## src/rtl/tce_pkg.sv

```systemverilog
// ============================================================================
// Taylor cosine evaluator package
// Shared widths, payload types, micro-op codes and the control program.
// ============================================================================
package tce_pkg;

  // Series limits and output scaling.
  localparam int MAX_TERMS = 32;
  localparam int FRAC_BITS = 32;

  // Fixed field widths of the channels.
  localparam int ANGLE_W = 4;
  localparam int TC_W    = 6;
  localparam int OUT_W   = 48;

  localparam logic [TC_W-1:0] TERM_COUNT_RST = TC_W'(20);

  // The angle magnitude reaches 8, so it takes the full angle width unsigned.
  localparam int AX_W = ANGLE_W;

  // Largest x^(2k)/(2k)! over |x| <= 8 is about 416, below 2^9, so the
  // quotient (scaled by 2^(FRAC_BITS+1)) stays below 2^(FRAC_BITS+10).
  localparam int QUOT_W = FRAC_BITS + 10;

  // Numerator 2^(FRAC_BITS+1) * |x|^(2k) with |x| <= 2^(AX_W-1).
  localparam int NUM_RAW_W = FRAC_BITS + 2 + (AX_W - 1) * 2 * (MAX_TERMS - 1);
  localparam int NUM_W     = (NUM_RAW_W > QUOT_W + 1) ? NUM_RAW_W : QUOT_W + 1;

  // Upper bound on the bit length of (2*MAX_TERMS-2)!.
  function automatic int fact_bits(input int m);
    int s;
    s = 1;
    for (int j = 2; j <= m; j++) begin
      s = s + $clog2(j);
    end
    return s;
  endfunction

  localparam int DEN_W = fact_bits(2 * MAX_TERMS - 2);

  // Multiplier operands: |x|^2 and (2k+1)(2k+2).
  localparam int MF_MAX   = (MAX_TERMS > 1) ? (2 * MAX_TERMS - 3) * (2 * MAX_TERMS - 2) : 0;
  localparam int MF_W     = $clog2(MF_MAX + 1);
  localparam int MN_W     = 2 * AX_W - 1;
  localparam int MUL_W    = (MF_W > MN_W) ? MF_W : MN_W;

  localparam int QIDX_W   = $clog2(QUOT_W);
  localparam int MIDX_W   = $clog2(MUL_W);
  localparam int CNT_W    = (QIDX_W > MIDX_W) ? QIDX_W : MIDX_W;
  localparam int LEFT_W   = $clog2(MAX_TERMS + 1);

  // Running sum of rounded terms, each below 2^(QUOT_W-1).
  localparam int SUM_W    = QUOT_W + $clog2(MAX_TERMS);
  localparam int SAT_W    = (SUM_W > OUT_W) ? SUM_W : OUT_W;

  localparam logic signed [SAT_W-1:0] SAT_HI =
    $signed({{(SAT_W - OUT_W + 1){1'b0}}, {(OUT_W - 1){1'b1}}});
  localparam logic signed [SAT_W-1:0] SAT_LO = -SAT_HI - SAT_W'(1);

  // Payload types.
  typedef logic signed [ANGLE_W-1:0] angle_t;
  typedef logic        [TC_W-1:0]    term_count_t;
  typedef logic signed [OUT_W-1:0]   cosine_t;

  // Micro-operations executed by the datapath.
  typedef enum logic [3:0] {
    OP_NOP,
    OP_INIT,
    OP_DIV_START,
    OP_DIV_STEP,
    OP_ACCUM,
    OP_MUL_START,
    OP_MUL_STEP,
    OP_MUL_END,
    OP_DONE
  } op_e;

  // Jump conditions.
  typedef enum logic [2:0] {
    COND_NEVER,
    COND_ALWAYS,
    COND_NO_TERMS,
    COND_CNT_NZ,
    COND_LAST_TERM
  } cond_e;

  localparam int PC_W = 4;
  typedef logic [PC_W-1:0] pc_t;

  // Program addresses.
  localparam pc_t PC_INIT      = PC_W'(0);
  localparam pc_t PC_CHECK     = PC_W'(1);
  localparam pc_t PC_DIV_START = PC_W'(2);
  localparam pc_t PC_DIV_STEP  = PC_W'(3);
  localparam pc_t PC_ACCUM     = PC_W'(4);
  localparam pc_t PC_MUL_START = PC_W'(5);
  localparam pc_t PC_MUL_STEP  = PC_W'(6);
  localparam pc_t PC_MUL_END   = PC_W'(7);
  localparam pc_t PC_DONE      = PC_W'(8);

  typedef struct packed {
    op_e   op;
    cond_e cond;
    pc_t   target;
    logic  fin;
  } ctrl_t;

  typedef struct packed {
    logic cnt_nz;
    logic no_terms;
    logic last_term;
  } dp_status_t;

  // Control store: one word per program step.
  function automatic ctrl_t ucode_word(input pc_t pc);
    ctrl_t w;
    unique case (pc)
      PC_INIT:      w = '{op: OP_INIT,      cond: COND_NEVER,     target: PC_INIT,      fin: 1'b0};
      PC_CHECK:     w = '{op: OP_NOP,       cond: COND_NO_TERMS,  target: PC_DONE,      fin: 1'b0};
      PC_DIV_START: w = '{op: OP_DIV_START, cond: COND_NEVER,     target: PC_INIT,      fin: 1'b0};
      PC_DIV_STEP:  w = '{op: OP_DIV_STEP,  cond: COND_CNT_NZ,    target: PC_DIV_STEP,  fin: 1'b0};
      PC_ACCUM:     w = '{op: OP_ACCUM,     cond: COND_LAST_TERM, target: PC_DONE,      fin: 1'b0};
      PC_MUL_START: w = '{op: OP_MUL_START, cond: COND_NEVER,     target: PC_INIT,      fin: 1'b0};
      PC_MUL_STEP:  w = '{op: OP_MUL_STEP,  cond: COND_CNT_NZ,    target: PC_MUL_STEP,  fin: 1'b0};
      PC_MUL_END:   w = '{op: OP_MUL_END,   cond: COND_ALWAYS,    target: PC_DIV_START, fin: 1'b0};
      PC_DONE:      w = '{op: OP_DONE,      cond: COND_NEVER,     target: PC_DONE,      fin: 1'b1};
      default:      w = '{op: OP_NOP,       cond: COND_ALWAYS,    target: PC_DONE,      fin: 1'b0};
    endcase
    return w;
  endfunction

endpackage

```

## src/rtl/tce_ucode_seq.sv

```systemverilog
// ============================================================================
// Microcode sequencer
// Step counter over the control store with conditional jumps.
// ============================================================================
module tce_ucode_seq (
  input  logic                clk_i,
  input  logic                rst_ni,
  input  logic                start_i,
  input  logic                hold_i,
  input  tce_pkg::dp_status_t status_i,
  output tce_pkg::op_e        op_o,
  output logic                done_o,
  output logic                busy_o
);
  import tce_pkg::*;

  pc_t   pc_q, pc_d;
  logic  busy_q, busy_d;
  ctrl_t ctrl;
  logic  taken;

  always_comb begin
    ctrl = ucode_word(pc_q);
    case (ctrl.cond)
      COND_ALWAYS:    taken = 1'b1;
      COND_NO_TERMS:  taken = status_i.no_terms;
      COND_CNT_NZ:    taken = status_i.cnt_nz;
      COND_LAST_TERM: taken = status_i.last_term;
      default:        taken = 1'b0;
    endcase
  end

  always_comb begin
    pc_d   = pc_q;
    busy_d = busy_q;
    if (!busy_q) begin
      if (start_i) begin
        busy_d = 1'b1;
        pc_d   = PC_INIT;
      end
    end else if (ctrl.fin) begin
      // The final step waits here until the result register is free.
      if (!hold_i) begin
        busy_d = 1'b0;
      end
    end else begin
      pc_d = taken ? ctrl.target : pc_q + PC_W'(1);
    end
  end

  always_ff @(posedge clk_i or negedge rst_ni) begin
    if (!rst_ni) begin
      pc_q   <= PC_INIT;
      busy_q <= 1'b0;
    end else begin
      pc_q   <= pc_d;
      busy_q <= busy_d;
    end
  end

  assign op_o   = busy_q ? ctrl.op : OP_NOP;
  assign done_o = busy_q & ctrl.fin & ~hold_i;
  assign busy_o = busy_q;

  // The program counter never leaves the program while an item is in flight.
  a_pc_in_program : assert property (@(posedge clk_i) disable iff (!rst_ni)
    busy_q |-> (pc_q <= PC_DONE))
    else $error("sequencer left the program");

endmodule

```

## config.mk

```make
export PLATFORM = sky130hd
export DESIGN_NAME = tce_ucode_seq
export DESIGN_NICKNAME = d
export VERILOG_FILES = /design/src/rtl/tce_pkg.sv /design/src/rtl/tce_ucode_seq.sv
export SDC_FILE = /design/constraint.sdc
export NUM_CORES = 1
export LEC_CHECK = 0
export CORE_MARGIN = 4
export CORE_UTILIZATION = 35
export CTS_BUF_LIST = sky130_fd_sc_hd__clkbuf_16
export CTS_CLUSTER_SIZE = 20
export DETAILED_ROUTE_END_ITERATION = 6
export DONT_BUFFER_PORTS = 1
export GPL_TIMING_DRIVEN = 0
export PLACE_DENSITY = 0.5
export SETUP_SLACK_MARGIN = 0.5
export SLEW_MARGIN = 10
export SYNTH_ARGS = -nofsm -noshare
export SYNTH_HDL_FRONTEND = slang
export SYNTH_SLANG_ARGS = --single-unit
export TNS_END_PERCENT = 30
```

## constraint.sdc

```tcl
create_clock -name clk_i -period 2.2 [get_ports clk_i]
set_input_delay 0 -clock clk_i [delete_from_list [all_inputs] [get_ports clk_i]]
set_output_delay 0 -clock clk_i [all_outputs]
set_load 0.05 [all_outputs]
```

==> results of run 1 <==
routing by layer:
| layer | track usage | vias up | wire length (µm) |
|---|---|---|---|
| met3 | 0.0547 | 0 | 80 |
| met2 | 0.286 | 10 | 704 |
| met4 | 0 | 0 | 0 |
| met1 | 0.193 | 265 | 640 |
| met5 | 0 | - | 0 |
| li1 | - | 262 | - |
cells in the mapped netlist:
master and number:
nor2_1 6, dfrtp_1 5, ha_1 5, inv_1 5, nand2_1 4, nor3_1 3
a21oi_1 2, and3b_1 2, buf_2 2, nand3_1 2, nor2b_1 2, nor3b_1 2
a211oi_2 1, a21boi_0 1, a221o_1 1, a22o_1 1, a311o_1 1, a31oi_1 1
and4b_1 1, clkinv_1 1, mux2_2 1, mux2i_1 1, nand2b_1 1, nand4_1 1
nand4b_1 1, nor4_1 1, nor4bb_1 1, o2111ai_1 1, o211ai_2 1, o21ai_0 1
o32ai_1 1, or3_1 1, or4_1 1
critical path, stage by stage, from the launching register on:
cell and delay (ps):
dfrtp_2 450, buf_6 150, ha_4 150, nor4bb_1 120, a211oi_2 240, o211ai_2 200
or4_1 430, nand4_1 100
timing repair:
action | CTS | global route
buffers inserted | 9 | 1
resized for setup | 9 | 3
pin swaps | 3 | 1
setup endpoints to repair | 9 | 10
hold buffers | 3 | 0
hold endpoints to repair | 6 | 0
per-stage QoR:
step	utilization	hold WS, ps	total power [mW]	setup slack [ps]	instance area [µm²]
floorplan	-	-296	0.779	282	539
global placement	0.418	-295	0.896	59.7	558
detailed placement	0.422	-295	0.905	58.4	563
CTS	0.587	76.0	1.37	285	783
global route	0.602	100	1.50	179	803
finish	0.602	68.2	1.40	291	803
placed cells by master, fill, tap and decap left out, types with 3 or more instances in the layout:
cell           count
nand2_1            4
inv_1              4
nor3_2             3
dfrtp_2            3
dlygate4sd3_1      3
clkbuf_16          3
buf_4              9
nor2_1             5
cells by family after synthesis:
group,Yosys count,synth area share
and+or+nand+nor,29,0.331
AOI/OAI and AO/OA,12,0.196
buffers and inverters,8,0.0637
adders and majority gates,5,0.123
DFF,5,0.245
muxes,2,0.0417
layout make-up:
class	instances	share of cell area
plain buffers	2	0.0125
clock buffers	3	0.0935
clock inverters	1	0.00467
inverters	6	0.0327
multi-input cells	48	0.537
flip-flops and latches	5	0.160
well taps	15	0.0234
repair buffers	13	0.136
worst paths after layout:
kind | start | endpoint | depth (start not counted) | slack (ps)
min in group clk_i | start_i | pc_q[3] | 2 | 90
hold reg to reg | pc_q[1] | pc_q[1] | 2 | 710
hold / removal | rst_ni | pc_q[2] | 1 | 70
setup / recovery | pc_q[0] | pc_q[2] | 7 | 290
max in group asynchronous | rst_ni | pc_q[1] | 1 | 1920
setup reg to reg | pc_q[0] | pc_q[2] | 7 | 290
state kept, by name, summed over array words and instances, names as in the netlist:
signal	flops
pc_q	4
busy_o	1
power groups by stage:
stage          clock (mW)  combinational [mW]  sequential (mW)
3_3_place_gp            0               0.669            0.227
3_5_place_dp            0               0.678            0.227
2_1_floorplan           0               0.569            0.210
6_report            0.288               0.893            0.216
5_1_grt             0.301               0.981            0.222
4_1_cts             0.294               0.867            0.211
==> run summary, run 1 <==
The number of clock buffers added by TritonCTS is 3. Cell internal power was estimated by the tool at 0.742 mW. The number of slew-limit violations in the final report is 0, and the initial antenna violation count is 0. The number of global-route vias before repair was 571. The clock arrives with 2.17 ps of skew.

The run gives 0 as the antenna cell count. The worst setup path is captured at a flop. Dividing the synthesized area by the synthesized cell count gives 8.37 µm².

The first TritonRoute pass finished after 3 iterations. The logs give 2520 µm for the first-pass GRT wire length and 2360 ps for the data required time at the worst endpoint. Remaining max-slew budget at the tightest pin: 0.401. The later-pin clock latency in the skew report was 220 ps. The areal power density over the cells was 1740 nW/µm². The setup path with the least slack is of type reg -> reg.

The tightest min-delay check is of the in -> async type. The final hold violation count came out at 0. The clock tree root driver cell is clkbuf_16.

After legalization and detailed placement, the total HPWL measured 978 µm. Starting density of the core: 0.383. CTS saw 5 sinks. The logs give 1 for the count of H-tree levels built during CTS and 93 for the filler-free cell count of the finished design. The tools report the number of distinct standard cells referenced by the synthesized netlist as 33. The tools report the Yosys warning count as 0. The clock passes through at most 2 buffers.

Across the run, the number of max-cap violations was 0. For the setup total negative slack, the log shows 0 ps. By area the synthesized netlist is led by dfrtp_1, ha_1, nor2_1.

The die covers 2130 µm². The die span in y was 46.2 µm; the final routed wire length divided by cell count was 15.3 µm. Of all nets on the critical path, the largest fanout is 6. The logs give 0.739 for the final weighted congestion in routability-driven placement and 0.655 mW for the power spent charging and discharging nets.

The measured slew at the worst slew-check pin came out at 894 ps. The detail-routed via count per cell works out to 5.77. Entering global routing, the biggest net connects 11 pins. Setup repair after global routing could not meet its margin everywhere. The detail route stage leaves a number of antenna-violating nets equal to 0. The ratio of cells with drive above 1 in the final layout works out to 0.449. The chip width is 46.2 µm. The cell count after synthesis came out at 61. The top achievable clock speed is 524 MHz. Summed over all cells, the static leakage comes to 0.349 nW.

VDD sags by at most 0.745 mV. In this run, synthesis produced a sequential element count of 5. Across all layers, the routed design uses 537 vias. The logs give 0.639 for the share of power burned in combinational logic and 1430 µm for the aggregate routed wire length. The time the final worst path needs with I/O delays and setup works out to 1910 ps.

The sequential area share after synthesis was 0.245. Compared with the post-synthesis result, the final layout area differs by 57.4%. The run gives 0 as the total setup violations reported at the end of the flow.

Data arrives at the worst endpoint at 2070 ps. The share of total power in sequential cells was 0.155; the total I/O pin count was 13. In the final layout, flip-flops and latches occupy 129 µm². The final cycle utilization of the critical path is 0.868, and the clock-pin slew on the worst setup and hold paths is 30 ps. The switching part of the total works out to 0.469. TritonCTS built the clock tree. After detailed routing, the number of remaining DRC violations is 0. Counting the fill cells in the layout gives 133. The mapped netlist covers 510 µm². The cell taking the most area after synthesis is dfrtp_1. The number of nets handed over by synthesis was 73.

The run finished with clean final reports. The run gives 0.206 as the portion of total power attributed to the clock network. The tools report the number of nets in the final layout as 91. The number of buffer cells added on primary ports is 0. Global routing finished with a remaining overflow of 0. Number of DRC markers after the initial detailed-route iteration: 5. Share of Yosys cell area claimed by the top area cell type: 0.245. The core region is 1330 µm². STA classifies the critical path startpoint as a flop. The initialized floorplan defines 13 standard-cell rows.

The tools report the total area of multi-input combinational cells as 432 µm². The overall fraction of global-route tracks in use came out at 0.159. Counting tap cells, the placed design contains a total of 76 instances.
(Power assumes the default switching activity.)
==> run 2, diff against run 1 <==
--- a/config.mk
+++ b/config.mk
@@ -5,6 +5,9 @@
 export SDC_FILE = /design/constraint.sdc
 export NUM_CORES = 1
 export LEC_CHECK = 0
+export ABC_CLOCK_PERIOD_IN_PS = 2200
+export CELL_PAD_IN_SITES_DETAIL_PLACEMENT = 0
+export CELL_PAD_IN_SITES_GLOBAL_PLACEMENT = 1
 export CORE_MARGIN = 4
 export CORE_UTILIZATION = 35
 export CTS_BUF_LIST = sky130_fd_sc_hd__clkbuf_16
@@ -12,7 +15,7 @@
 export DETAILED_ROUTE_END_ITERATION = 6
 export DONT_BUFFER_PORTS = 1
 export GPL_TIMING_DRIVEN = 0
-export PLACE_DENSITY = 0.5
+export PLACE_DENSITY = 0.64
 export SETUP_SLACK_MARGIN = 0.5
 export SLEW_MARGIN = 10
 export SYNTH_ARGS = -nofsm -noshare
==> run 2 against run 1 <==
- design area up 2.5%
- clock power about the same
- via count up 1.5%
- combinational power up 4.7%
- sequential share of layout area down 0.39 points
- power up 2.8%
- wire length down 0.49%
- sequential cell count unchanged
- critical path depth unchanged
==> run summary, run 2 (synthesis gave the netlist of run 1 again) <==
The maximum cell stage delay along the critical path was 430 ps; the data required time at the worst endpoint was 2350 ps. At the worst endpoint, the arrival time is 2040 ps. The flip-flop count of the largest register, all copies and words added was 4. Dividing the detail-routed wire length by the instance count gives 15.1 µm.

The worst setup path is of the reg -> reg kind. The run gives 0 as the total setup violations reported at the end of the flow. In this run the worst hold path is classified as in -> async.

The final cycle utilization of the critical path is 0.860, and the number of global-route vias before repair is 509. The overall fraction of global-route tracks in use was 0.157; the chip width was 46.2 µm. More flip-flops sit in one register than any other, and that register is pc_q. Setup repair after global routing could not meet its margin everywhere. The final weighted congestion in routability-driven placement is 0.717, and the largest vdd supply drop is 0.907 mV. The area growth from synthesis to final layout is 61.3%. Clock-pin slew was measured on the worst setup and hold paths at 30 ps. The fraction of the core area covered by cells at the end of the flow came out at 0.617. The number of buffer cells added on primary ports is 0, and the starting density of the core is 0.383.

After filler insertion, the fill cell instance count of the layout stands at 124. After the last flow step, the layout net total stands at 92. Summed over all cells, the static leakage comes to 0.353 nW. In this run the deepest clock path goes through 2 buffers.

The routed layout has 545 vias. The run gives 0 as the antenna cell count. Dividing total power by cell area gives a power density of 1740 nW/µm². The HPWL after detailed placement is 948 µm. The time the final worst path needs with I/O delays and setup was 1890 ps; the later-pin clock latency in the skew report was 230 ps.

The aggregate routed wire length is 1420 µm, and the number of DRC markers after the initial detailed-route iteration is 9. Global routing finished with a remaining overflow of 0. The number of slew-limit violations in the final report came out at 0.

Leaving out fill and tap cells, the most frequent cells in the layout are buf_4, nor2_1, inv_1, nand2_1. The run gives 2350 µm as the first-pass GRT wire length. The slowest stage of the critical path is the dfrtp_2 cell.

The die span in y was 46.2 µm; the setup total negative slack was 0 ps. After detailed routing, the number of vias per cell comes to 5.80. The run gives 0 as the initial antenna violation count.

Counting every sink on the clock net gives 5. The ratio of cells with drive above 1 in the final layout came out at 0.481. The clock tree root driver cell is clkbuf_16. The area of the core is 1330 µm². Startpoint type of the worst setup path: a flop. For the number of detailed-route iterations in the first pass, the log shows 4. The logs give 129 µm² for the storage element area and 0.405 for the remaining max-slew budget at the tightest pin. The floorplan step defined a die boundary enclosing 2130 µm². Clock tree synthesis inserted a total of 3 buffers.

The signal on the critical path passes through buf_6 > ha_4 > nor4bb_1 > a211oi_2 > o211ai_2 > or4_1 > nand4_1. At the pin with the least slew margin, the transition time is 887 ps. The tool flagged a number of max-cap violations equal to 0. 13 I/O pins were placed. The top fanout value on the critical path was 5; the top achievable clock speed was 529 MHz. The flow ran to the end, and the final reports show no timing, DRC or antenna violations. Final hold violation count: 0. Category of cells accounting for the largest share of critical-path delay: simple AND/OR/NAND/NOR gates. The count of H-tree levels built during CTS is 1. The worst setup path is captured at a flop. Total power for the finished layout comes to 1.44 mW. The count of buffer and inverter cells on the critical path was 1.

The count of nets left with antenna violations once routing finished came out at 0. The number of rows created at floorplan was 13. Entering global routing, the biggest net connects 11 pins.

The run gives 0 as the number of remaining DRC errors. Leaving out fill and tap cells, the most frequent cell in the layout is buf_4. The tools report the total area of multi-input combinational cells as 440 µm². The clock arrives with 2.96 ps of skew. TritonCTS built the clock tree.
## run 2: final timing paths
kind | to | slack, ps | startpoint | cells past startpoint
min | pc_q[2] | 70 | rst_ni | 1
min reg2reg | pc_q[1] | 690 | pc_q[1] | 2
max | pc_q[2] | 310 | pc_q[0] | 7
max in group asynchronous | pc_q[1] | 1920 | rst_ni | 1
min in group clk_i | pc_q[3] | 150 | start_i | 2
max reg2reg | pc_q[2] | 310 | pc_q[0] | 7
## run 2: stage by stage
stage          instance area, µm²  instances  hold slack [ps]  setup slack (ps)
5_1_grt                       823         94             85.6               227
2_1_floorplan                 539         61             -296               282
4_1_cts                       782         91             73.5               341
3_5_place_dp                  563         76             -295              64.2
6_report                      823         94             66.0               309
3_3_place_gp                  558         76             -295              54.4
## run 2: per-layer routing
| metal | GRT usage | share of wire |
|---|---|---|
| met4 | 0.0227 | 0 |
| met5 | 0 | 0 |
| met3 | 0.0703 | 0.075 |
| met2 | 0.261 | 0.47 |
| met1 | 0.189 | 0.45 |
## run 2: power breakdown
group	switching [mW]	total (mW)	internal (mW)
combinational	0.538	0.935	0.397
clock	0.0554	0.290	0.235
sequential	0.0738	0.211	0.137
## run 2: timing repair
item,CTS,global route
resized for setup,10,5
hold buffers,3,0
endpoints found under the setup margin,9,10
endpoints found under the hold margin,6,0
setup buffers,8,3
pin swaps,3,5
## run 2: layout make-up
class	count	share of cell area
flip-flops and latches	5	0.157
well taps	15	0.0228
clock buffers	3	0.0912
repair buffers	14	0.146
multi-input cells	48	0.535
clock inverters	1	0.00456
inverters	6	0.0319
plain buffers	2	0.0122
